--- src/rtl/assert_macros.svh ---
// assertion macros shared by the stack rtl
`ifndef ASSERT_MACROS_SVH
`define ASSERT_MACROS_SVH

// checked only while out of reset
`define MTS_ASSERT(lbl, clk, rst_n, prop) \
  lbl: assert property (@(posedge clk) disable iff (!rst_n) prop) \
    else $error("assertion failed");

// checked at every edge, reset included
`define MTS_ASSERT_ALWAYS(lbl, clk, prop) \
  lbl: assert property (@(posedge clk) prop) \
    else $error("assertion failed");

`endif

--- src/rtl/mts_pkg.sv ---
// shared types, codes and constants of the min tracking stack
package mts_pkg;

  localparam int unsigned DEFAULT_STACK_DEPTH = 256;
  localparam int unsigned DATA_W = 32;
  localparam int unsigned COUNT_OUT_W = 9;
  localparam int unsigned STATUS_W = 2;

  localparam logic OP_PUSH = 1'b0;
  localparam logic OP_POP = 1'b1;

  localparam logic [STATUS_W-1:0] STATUS_OK = 2'd0;
  localparam logic [STATUS_W-1:0] STATUS_UNDERFLOW = 2'd1;
  localparam logic [STATUS_W-1:0] STATUS_OVERFLOW = 2'd2;

  typedef struct packed {
    logic push;
    logic drop;
    logic under;
    logic pop_last;
    logic pop_rd;
    logic pop_ld;
    logic load;
  } mts_cmd_t;

  typedef struct packed {
    logic empty;
    logic single;
    logic full;
  } mts_sts_t;

endpackage

--- src/rtl/mts_ctrl.sv ---
// controller: request handshake, op decode and pop read sequencing
`include "assert_macros.svh"
module mts_ctrl (
  input  logic               clk_i,
  input  logic               rst_ni,
  input  logic               in_valid_i,
  output logic               in_ready_o,
  input  logic               op_i,
  output logic               out_valid_o,
  input  logic               out_ready_i,
  input  mts_pkg::mts_sts_t  sts_i,
  output mts_pkg::mts_cmd_t  cmd_o
);
  import mts_pkg::*;

  localparam logic ST_IDLE = 1'b0;
  localparam logic ST_WAIT = 1'b1;

  logic state_q, state_d;
  logic out_valid_q, out_valid_d;
  logic acc;
  mts_cmd_t cmd;

  assign in_ready_o = (state_q == ST_IDLE) && (!out_valid_q || out_ready_i);
  assign acc = in_valid_i && in_ready_o;

  always_comb begin
    cmd = '0;
    state_d = state_q;
    case (state_q)
      ST_IDLE: begin
        if (acc) begin
          if (op_i == OP_PUSH) begin
            cmd.push = !sts_i.full;
            cmd.drop = sts_i.full;
          end else if (sts_i.empty) begin
            cmd.under = 1'b1;
          end else if (sts_i.single) begin
            cmd.pop_last = 1'b1;
          end else begin
            cmd.pop_rd = 1'b1;
            state_d = ST_WAIT;
          end
        end
      end
      ST_WAIT: begin
        cmd.pop_ld = 1'b1;
        state_d = ST_IDLE;
      end
      default: begin
        state_d = ST_IDLE;
      end
    endcase
    cmd.load = cmd.push || cmd.drop || cmd.under || cmd.pop_last || cmd.pop_ld;
  end

  always_comb begin
    out_valid_d = out_valid_q;
    if (cmd.load) begin
      out_valid_d = 1'b1;
    end else if (out_ready_i) begin
      out_valid_d = 1'b0;
    end
  end

  always_ff @(posedge clk_i or negedge rst_ni) begin
    if (!rst_ni) begin
      state_q <= ST_IDLE;
      out_valid_q <= 1'b0;
    end else begin
      state_q <= state_d;
      out_valid_q <= out_valid_d;
    end
  end

  assign out_valid_o = out_valid_q;
  assign cmd_o = cmd;

  `MTS_ASSERT(a_rd_then_ld, clk_i, rst_ni, cmd.pop_rd |=> cmd.pop_ld)
  `MTS_ASSERT(a_no_push_full, clk_i, rst_ni, cmd.push |-> !sts_i.full)
  `MTS_ASSERT(a_ld_slot_free, clk_i, rst_ni, cmd.pop_ld |-> !out_valid_q)

endmodule

--- config.mk ---
export PLATFORM = sky130hd
export DESIGN_NAME = mts_ctrl
export DESIGN_NICKNAME = d
export VERILOG_FILES = /design/src/rtl/mts_pkg.sv /design/src/rtl/mts_ctrl.sv
export VERILOG_INCLUDE_DIRS = /design/src /design/src/rtl
export SDC_FILE = /design/constraint.sdc
export NUM_CORES = 1
export LEC_CHECK = 0
export ABC_AREA = 1
export CAP_MARGIN = 20
export CORE_AREA = 2 2 39 41
export CTS_CLUSTER_DIAMETER = 30
export DETAILED_ROUTE_END_ITERATION = 8
export DIE_AREA = 0 0 41 43
export DONT_BUFFER_PORTS = 1
export GPL_TIMING_DRIVEN = 0
export PLACE_DENSITY = 0.3
export SYNTH_ARGS = -nofsm -noshare
export SYNTH_HDL_FRONTEND = slang
export SYNTH_SLANG_ARGS = --single-unit
--- constraint.sdc ---
create_clock -name clk_i -period 1.3 [get_ports clk_i]
set_input_delay 0.13 -clock clk_i [delete_from_list [all_inputs] [get_ports clk_i]]
set_output_delay 0.13 -clock clk_i [all_outputs]
set_load 0.05 [all_outputs]
-- Yosys cells after proc, flatten, opt, wreduce, memory -nomap -nowiden
Cells that the tools add are included.
- mux-type cells: 15
- bitwise logic cells: 1
- reduce and logical (&&, ||, !) cells: 10
- operator list (operator ; number):
    $mux 5 ; 2
    $mux 1 ; 9
    $logic_or 1x1->1 ; 5
    $mux 2 ; 2
    $mux 3 ; 1
    $logic_and 1x1->1 ; 2
    $logic_not 1->1 ; 2
    $pmux 1 s2 ; 1
    $reduce_bool 2->1 ; 1
    $not 1->1 ; 1
- bits in registers: 2
- input port bits: 8
- output and inout port bits: 9

-- Longest topological paths before layout
Gate-level depths: netlist of the first run.
- depth in word-level cells: 11
- mapped depth: 5

-- Worst setup path after synthesis of the first run
OpenSTA, ideal clock, no wires.
- kind: reg2reg
- start point: register out_valid_q (netlist: out_valid_o)
- end point: register out_valid_q (netlist: out_valid_o)
- arrival: 1630 ps
- data required time: 1116 ps
- setup slack: -514 ps
- cell stages (with the launch flop): 3
- buffers on the path: 0
- path through: dfrtp_1 a21oi_1 o21ai_0
- cells in the longest elaborated chain, start to end: 11
- elaborated cells between the ends (all ways): 12
- RTL lines (element ; RTL line ; RTL):
    start: declaration ; mts_ctrl.sv:20 ; logic out_valid_q, out_valid_d;
    start signal: assignment ; mts_ctrl.sv:72 ; out_valid_q <= out_valid_d;
    $logic_not 1->1 (*) ; mts_ctrl.sv:24 ; assign in_ready_o = (state_q == ST_IDLE) && (!out_valid_q || out_ready_i);
    $logic_or 1x1->1 (*) ; mts_ctrl.sv:24 ;
    $logic_and 1x1->1 (*) ; mts_ctrl.sv:24 ;
    named net in_ready_o ; mts_ctrl.sv:7 ; output logic in_ready_o,
    $logic_and 1x1->1 (*) ; mts_ctrl.sv:25 ; assign acc = in_valid_i && in_ready_o;
    $mux 5 (*) ; mts_ctrl.sv:32 ; if (acc) begin
    $mux 5 (*) ; mts_ctrl.sv:30 ; case (state_q)
    $logic_or 1x1->1 (2 in series) ; mts_ctrl.sv:54 ; cmd.load = cmd.push || cmd.drop || cmd.under || cmd.pop_last || cmd.pop_ld;
    $logic_or 1x1->1 (*) (2 in series) ; mts_ctrl.sv:54 ;
    $mux 1 / $reduce_bool 2->1 (equally long branches) ; - ;
Mark *: on every way through the listed nets, which the timed path passes. The rest lies on a longest branch.
A chain may end at the register's enable or synchronous reset.

==> results of run 1 <==
-- synthesized netlist by cell type --
library cell,number
o21ai_0,1
nand2_1,4
buf_4,3
nor2_1,4
dfrtp_1,2
nand3_1,1
nor2_2,1
or2_1,1
inv_1,5
o21bai_1,1
nand3_2,1
nor2b_2,1
a21oi_1,1
-- through the flow --
stage / hold WS [ps] / setup WS (ps)
6_report: 54.5 / -235
5_1_grt: 67.9 / -302
4_1_cts: 48.0 / -273
3_5_place_dp: -166 / -156
3_3_place_gp: -166 / -143
2_1_floorplan: -166 / -73.2
-- worst max-delay path: stages, from the launching register on --
cell and delay, ps:
dfrtp_2 520, nand2_2 120, nand3_4 150, o21bai_1 170, buf_4 210
-- power by group through the flow --
stage	Clock [mW]	Combinational (mW)	Sequential (mW)
after global placement	0	0.0805	0.0818
after floorplan	0	0.0757	0.0810
after global routing	0.175	0.0985	0.0822
final	0.154	0.0929	0.0814
after CTS	0.167	0.0942	0.0816
after detailed placement	0	0.0811	0.0818
-- per-layer routing --
layer,up-vias,share of wire
met5,-,0
met4,0,0
met3,0,0.12
met2,9,0.53
met1,81,0.35
li1,87,-
-- repair_timing --
action	CTS	global route
hold buffers	1	0
setup endpoints to repair	8	8
gates resized for setup	6	0
pin swaps	4	2
endpoints found under the hold margin	2	0
-- area by class of cell --
class / instances / area (um2)
fillers: 162 / 1100
inverters: 5 / 18.8
clock buffers: 4 / 26.3
plain buffers: 3 / 26.3
well taps: 16 / 20.0
flip-flops and latches: 2 / 51.3
repair buffers: 1 / 10.0
multi-input cells: 16 / 128
-- sequential cells by signal (all words and copies together), names as in the netlist --
register,flops
state_q,1
out_valid_o,1
-- worst max path at each step --
stage,startpoint,endpoint,slack [ps],depth (start not counted)
6_report,out_valid_o,cmd_o[0],-240,4
3_3_place_gp,out_valid_o,out_valid_o,-140,2
5_1_grt,out_valid_o,cmd_o[0],-300,4
2_1_floorplan,out_valid_o,cmd_o[4],-70,3
4_1_cts,out_valid_o,cmd_o[0],-270,4
3_5_place_dp,out_valid_o,cmd_o[5],-160,3
-- cells by family after synthesis --
kind of cell	Yosys count
AOI/OAI and AO/OA	3
buffers and inverters	8
DFF	2
and+or+nand+nor	13
==> impl_metrics.tcl, run 1 <==
set metrics [dict create \
    status "complete, but fails checks" \
    failed_checks "setup timing" \
    cp-start-kind "register" \
    post-route-period-util 1.18 \
    clock_path_buffers 2 \
    met1_usage 0.0547 \
    gr-usage-met3 0.0157 \
    grt_max_degree 7 \
    synth_top_area_share 0.286 \
    synth_top_area_cell "dfrtp_1" \
    grt-ovfl-total 0 \
    netlist_area_um2 175 \
    fin_cells 47 \
    fin_crit_ps 1540 \
    synthMuxAreaShare 0 \
    dr.pass1.iters 3 \
    layout_commonest_cell "inv_1" \
    rows 14 \
    drv_cap 0 \
    p_leak_nw 0.116 \
    vias 177 \
    ir_drop_v 0.000216 \
    p_sw_mw 0.124 \
    drive_above_1_share 0.516 \
    tritoncts "yes" \
    crit_required_ps 1170 \
    synthAdderAreaFrac 0 \
    min_path_type "in -> reg" \
    r2r_cells 2 \
    cts-htree-levels 1 \
    gp_congestion 0.554 \
    synth_compound_gate_area_share 0.100 \
    whs_endpoint "out_valid_o" \
    gr-usage-all-layers 0.0582 \
    root_buffer "clkbuf_4" \
    power_frac_comb 0.283 \
    die_w_um 41 \
    final_util 0.203 \
    max_freq_ghz 0.651 \
    pin_count 17 \
    place_area_um2 215 \
    drt-total-wl_um 449 \
    cts.sinks 2 \
    final_cell_mix "inv_1 (5), nor2_4 (4), nand2_1 (3), clkbuf_4 (3), buf_4 (2)" \
    syn2layout_area_growth_pct 60.0 \
    worst-path-max-fanout 6 \
    fin_nets 40 \
    via_per_inst 3.77 \
    synthSimpleGateAreaFrac 0.379 \
    holdPathStages 2 \
    ys_types 13 \
    synth_area_leaders "dfrtp_1 (29%), buf_4 (13%), inv_1 (11%)" \
    finClkSkew_ps 9.26 \
    die_y_um 43 \
    design.core.area_um2 1380 \
    finalInstanceArea_um2 280 \
    ys_ff_latch 2 \
    drtIter0Drc 1 \
    switching_share 0.378 \
    arrival_ps 1410 \
    worstHoldStart "in_valid_i" \
    worstMarginPinSlew_ps 639 \
    path_clk_slew_ps 40 \
    slew_violations 0 \
    power.density_nw_per_um2 1170 \
    portBuffers 0 \
    synth_nets 34 \
    antennaDiodeCount 0 \
    synth_area_per_cell_um2 6.74 \
    clock_latency_ps 230 \
    postLayoutSetupSlackWorst_ps -235 \
    reg2reg_to "out_valid_o" \
    numCtsBuffers 3 \
    hpwl_um 369 \
    post_cts_buffers 0 \
    tns_ps -1390 \
    critPathKind "reg -> out" \
    drc_errors 0 \
    grt_pass1_vias 186 \
    ant_nets 0 \
    clock_power_share 0.469 \
    synthCells 26 \
    reg2reg_slack_ps -130 \
    antenna_found_initial 0 \
    gr-usage-met2 0.0906 \
    setup_violations 8 \
    initial_core_util 0.127 \
    synth-xor-area-share 0 \
    synth_top_family_by_area "simple AND/OR/NAND/NOR gates" \
    total_power_mw 0.328 \
    grt_pass1_wl_um 662 \
    timing.rr.start "out_valid_o" \
    hold_viol 0 \
    relSlewSlack 0.574 \
    intPower_mw 0.204 \
    end_kind "primary output" \
    dp_cells 42 \
    dieArea_um2 1760 \
    post_drt_wl_per_cell_um 9.55 \
    ys_warn_count 0 \
    gr-max-usage-layer "met2" \
    synth.yosys.seq_area_share 0.286 \
    seq_power_share 0.248 \
    rsz0062_at_grt "yes" \
]
(Power assumes the default switching activity.)
==> run 2: changes to the inputs <==
- GPL_TIMING_DRIVEN: 0 -> unset
- clock period: 1.3 -> 1.2 ns (I/O delays scaled with it)
==> impl_metrics.tcl, run 2 (synthesis results as in run 1) <==
set metrics [dict create \
    tritoncts "yes" \
    cts.sinks 2 \
    antennaDiodeCount 0 \
    initial_core_util 0.127 \
    switching_share 0.351 \
    clock_path_buffers 2 \
    crit_required_ps 1080 \
    gr-max-usage-layer "met2" \
    max_freq_ghz 0.767 \
    drt-total-wl_um 485 \
    critPathMaxStageDelay_ps 400 \
    hold_viol 0 \
    path_clk_slew_ps 40 \
    die_y_um 43 \
    final_util 0.306 \
    p_sw_mw 0.141 \
    hpwl_um 416 \
    layout.area.seq_um2 51.3 \
    status "complete, but fails checks" \
    ir_drop_v 0.000274 \
    multi_input_area_um2 135 \
    dieArea_um2 1760 \
    drv_cap 0 \
    postLayoutSetupSlackWorst_ps -103 \
    cpMostUsedCell "buf_12" \
    clock_latency_ps 230 \
    numCtsBuffers 3 \
    grt-ovfl-total 0 \
    gp_congestion 0.522 \
    portBuffers 0 \
    failed_checks "setup timing" \
    gr-usage-all-layers 0.0722 \
    seq_power_share 0.186 \
    intPower_mw 0.262 \
    filler_cell_count 150 \
    fin_cells 55 \
    worstMarginPinSlew_ps 178 \
    post-route-period-util 1.09 \
    via_per_inst 3.56 \
    fin_crit_ps 1300 \
    finClkSkew_ps 10.5 \
    rows 14 \
    ant_nets 0 \
    cp_slowest_cell "dfrtp_2" \
    arrival_ps 1180 \
    dr.pass1.iters 2 \
    root_buffer "clkbuf_4" \
    die_w_um 41 \
    gr-usage-met2 0.0906 \
    power_frac_comb 0.407 \
    rsz0062_at_grt "yes" \
    pin_count 17 \
    cp-start-kind "register" \
    cts-htree-levels 1 \
    post_drt_wl_per_cell_um 8.82 \
    grt_pass1_wl_um 834 \
    design.core.area_um2 1380 \
    setup_violations 7 \
    grt_max_degree 6 \
    fin_nets 48 \
    layout_commonest_cell "buf_12" \
    power.density_nw_per_um2 953 \
    antenna_found_initial 0 \
    end_kind "primary output" \
    gr-usage-met3 0.0524 \
    dp_cells 50 \
    met1_usage 0.0865 \
    syn2layout_area_growth_pct 141 \
    drtIter0Drc 1 \
    p_leak_nw 0.179 \
    clock_power_share 0.407 \
    critPathKind "reg -> out" \
    final_cell_mix "buf_12 (6), inv_1 (5), nor2_4 (4), buf_4 (4)" \
    drive_above_1_share 0.615 \
    slew_violations 0 \
    post_cts_buffers 0 \
    worst-path-max-fanout 4 \
    relSlewSlack 0.881 \
    vias 196 \
    drc_errors 0 \
    min_path_type "in -> reg" \
    cp_cell_sequence "nand2_2 -> nand3_4 -> buf_12 -> nor2_4 -> buf_12" \
    grt_pass1_vias 216 \
]
==> run 2: changes by cell type in the layout (fill, tap and decap cells not counted), sizes merged <==
cell	before	now
buf	3	11
==> run 2: timing repair <==
item,in CTS,in global routing
setup endpoints to repair,7,7
pin swaps,1,0
hold endpoints to repair,2,0
gates resized for setup,1,0
cloned,0,0
hold buffers,1,0
==> run 2: worst paths after layout <==
check | startpoint | end | slack (ps) | cells past startpoint
min | in_valid_i | out_valid_o | 40 | 2
max reg2reg | out_valid_o | out_valid_o | 210 | 3
min in group asynchronous | rst_ni | out_valid_o | 120 | 1
min reg2reg | state_q | out_valid_o | 600 | 3
max in group asynchronous | rst_ni | out_valid_o | 940 | 1
max | out_valid_o | cmd_o[3] | -100 | 5
==> run 2: layout make-up <==
type,count,share of cell area
Sequential cell,2,0.121
Clock buffer,4,0.0621
Tap cell,16,0.0473
Multi-Input combinational cell,16,0.320
Timing Repair Buffer,12,0.405
Inverter,5,0.0444
==> run 2: metal layers <==
metal,routed length (um),share of wire
met4,0,0
met3,57,0.12
met5,0,0
met1,189,0.39
met2,238,0.49
==> run 2: power by group through the flow <==
stage	sequential (mW)	clock [mW]	combinational [mW]
after floorplan	0.0897	0	0.0947
after global placement	0.0756	0	0.159
after detailed placement	0.0760	0	0.160
after CTS	0.0752	0.170	0.166
after global routing	0.0753	0.181	0.173
final	0.0749	0.164	0.164
==> run 2: per-stage QoR <==
stage	setup WS (ps)	cell area [um2]	power [mW]	setup TNS (ps)	hold WS, ps
after floorplan	-58.0	231	0.184	-86.1	-176
after global placement	135	383	0.235	0	-176
after detailed placement	125	383	0.236	0	-176
after CTS	-125	423	0.412	-789	44.1
after global routing	-172	423	0.430	-1080	48.8
final	-103	423	0.403	-631	43.1
==> run 2: worst max-delay path: cells and delay by family, from the launching register on <==
kind	cells	cell delay [ps]
buffers and inverters	2	290
DFF	1	400
and+or+nand+nor	3	270
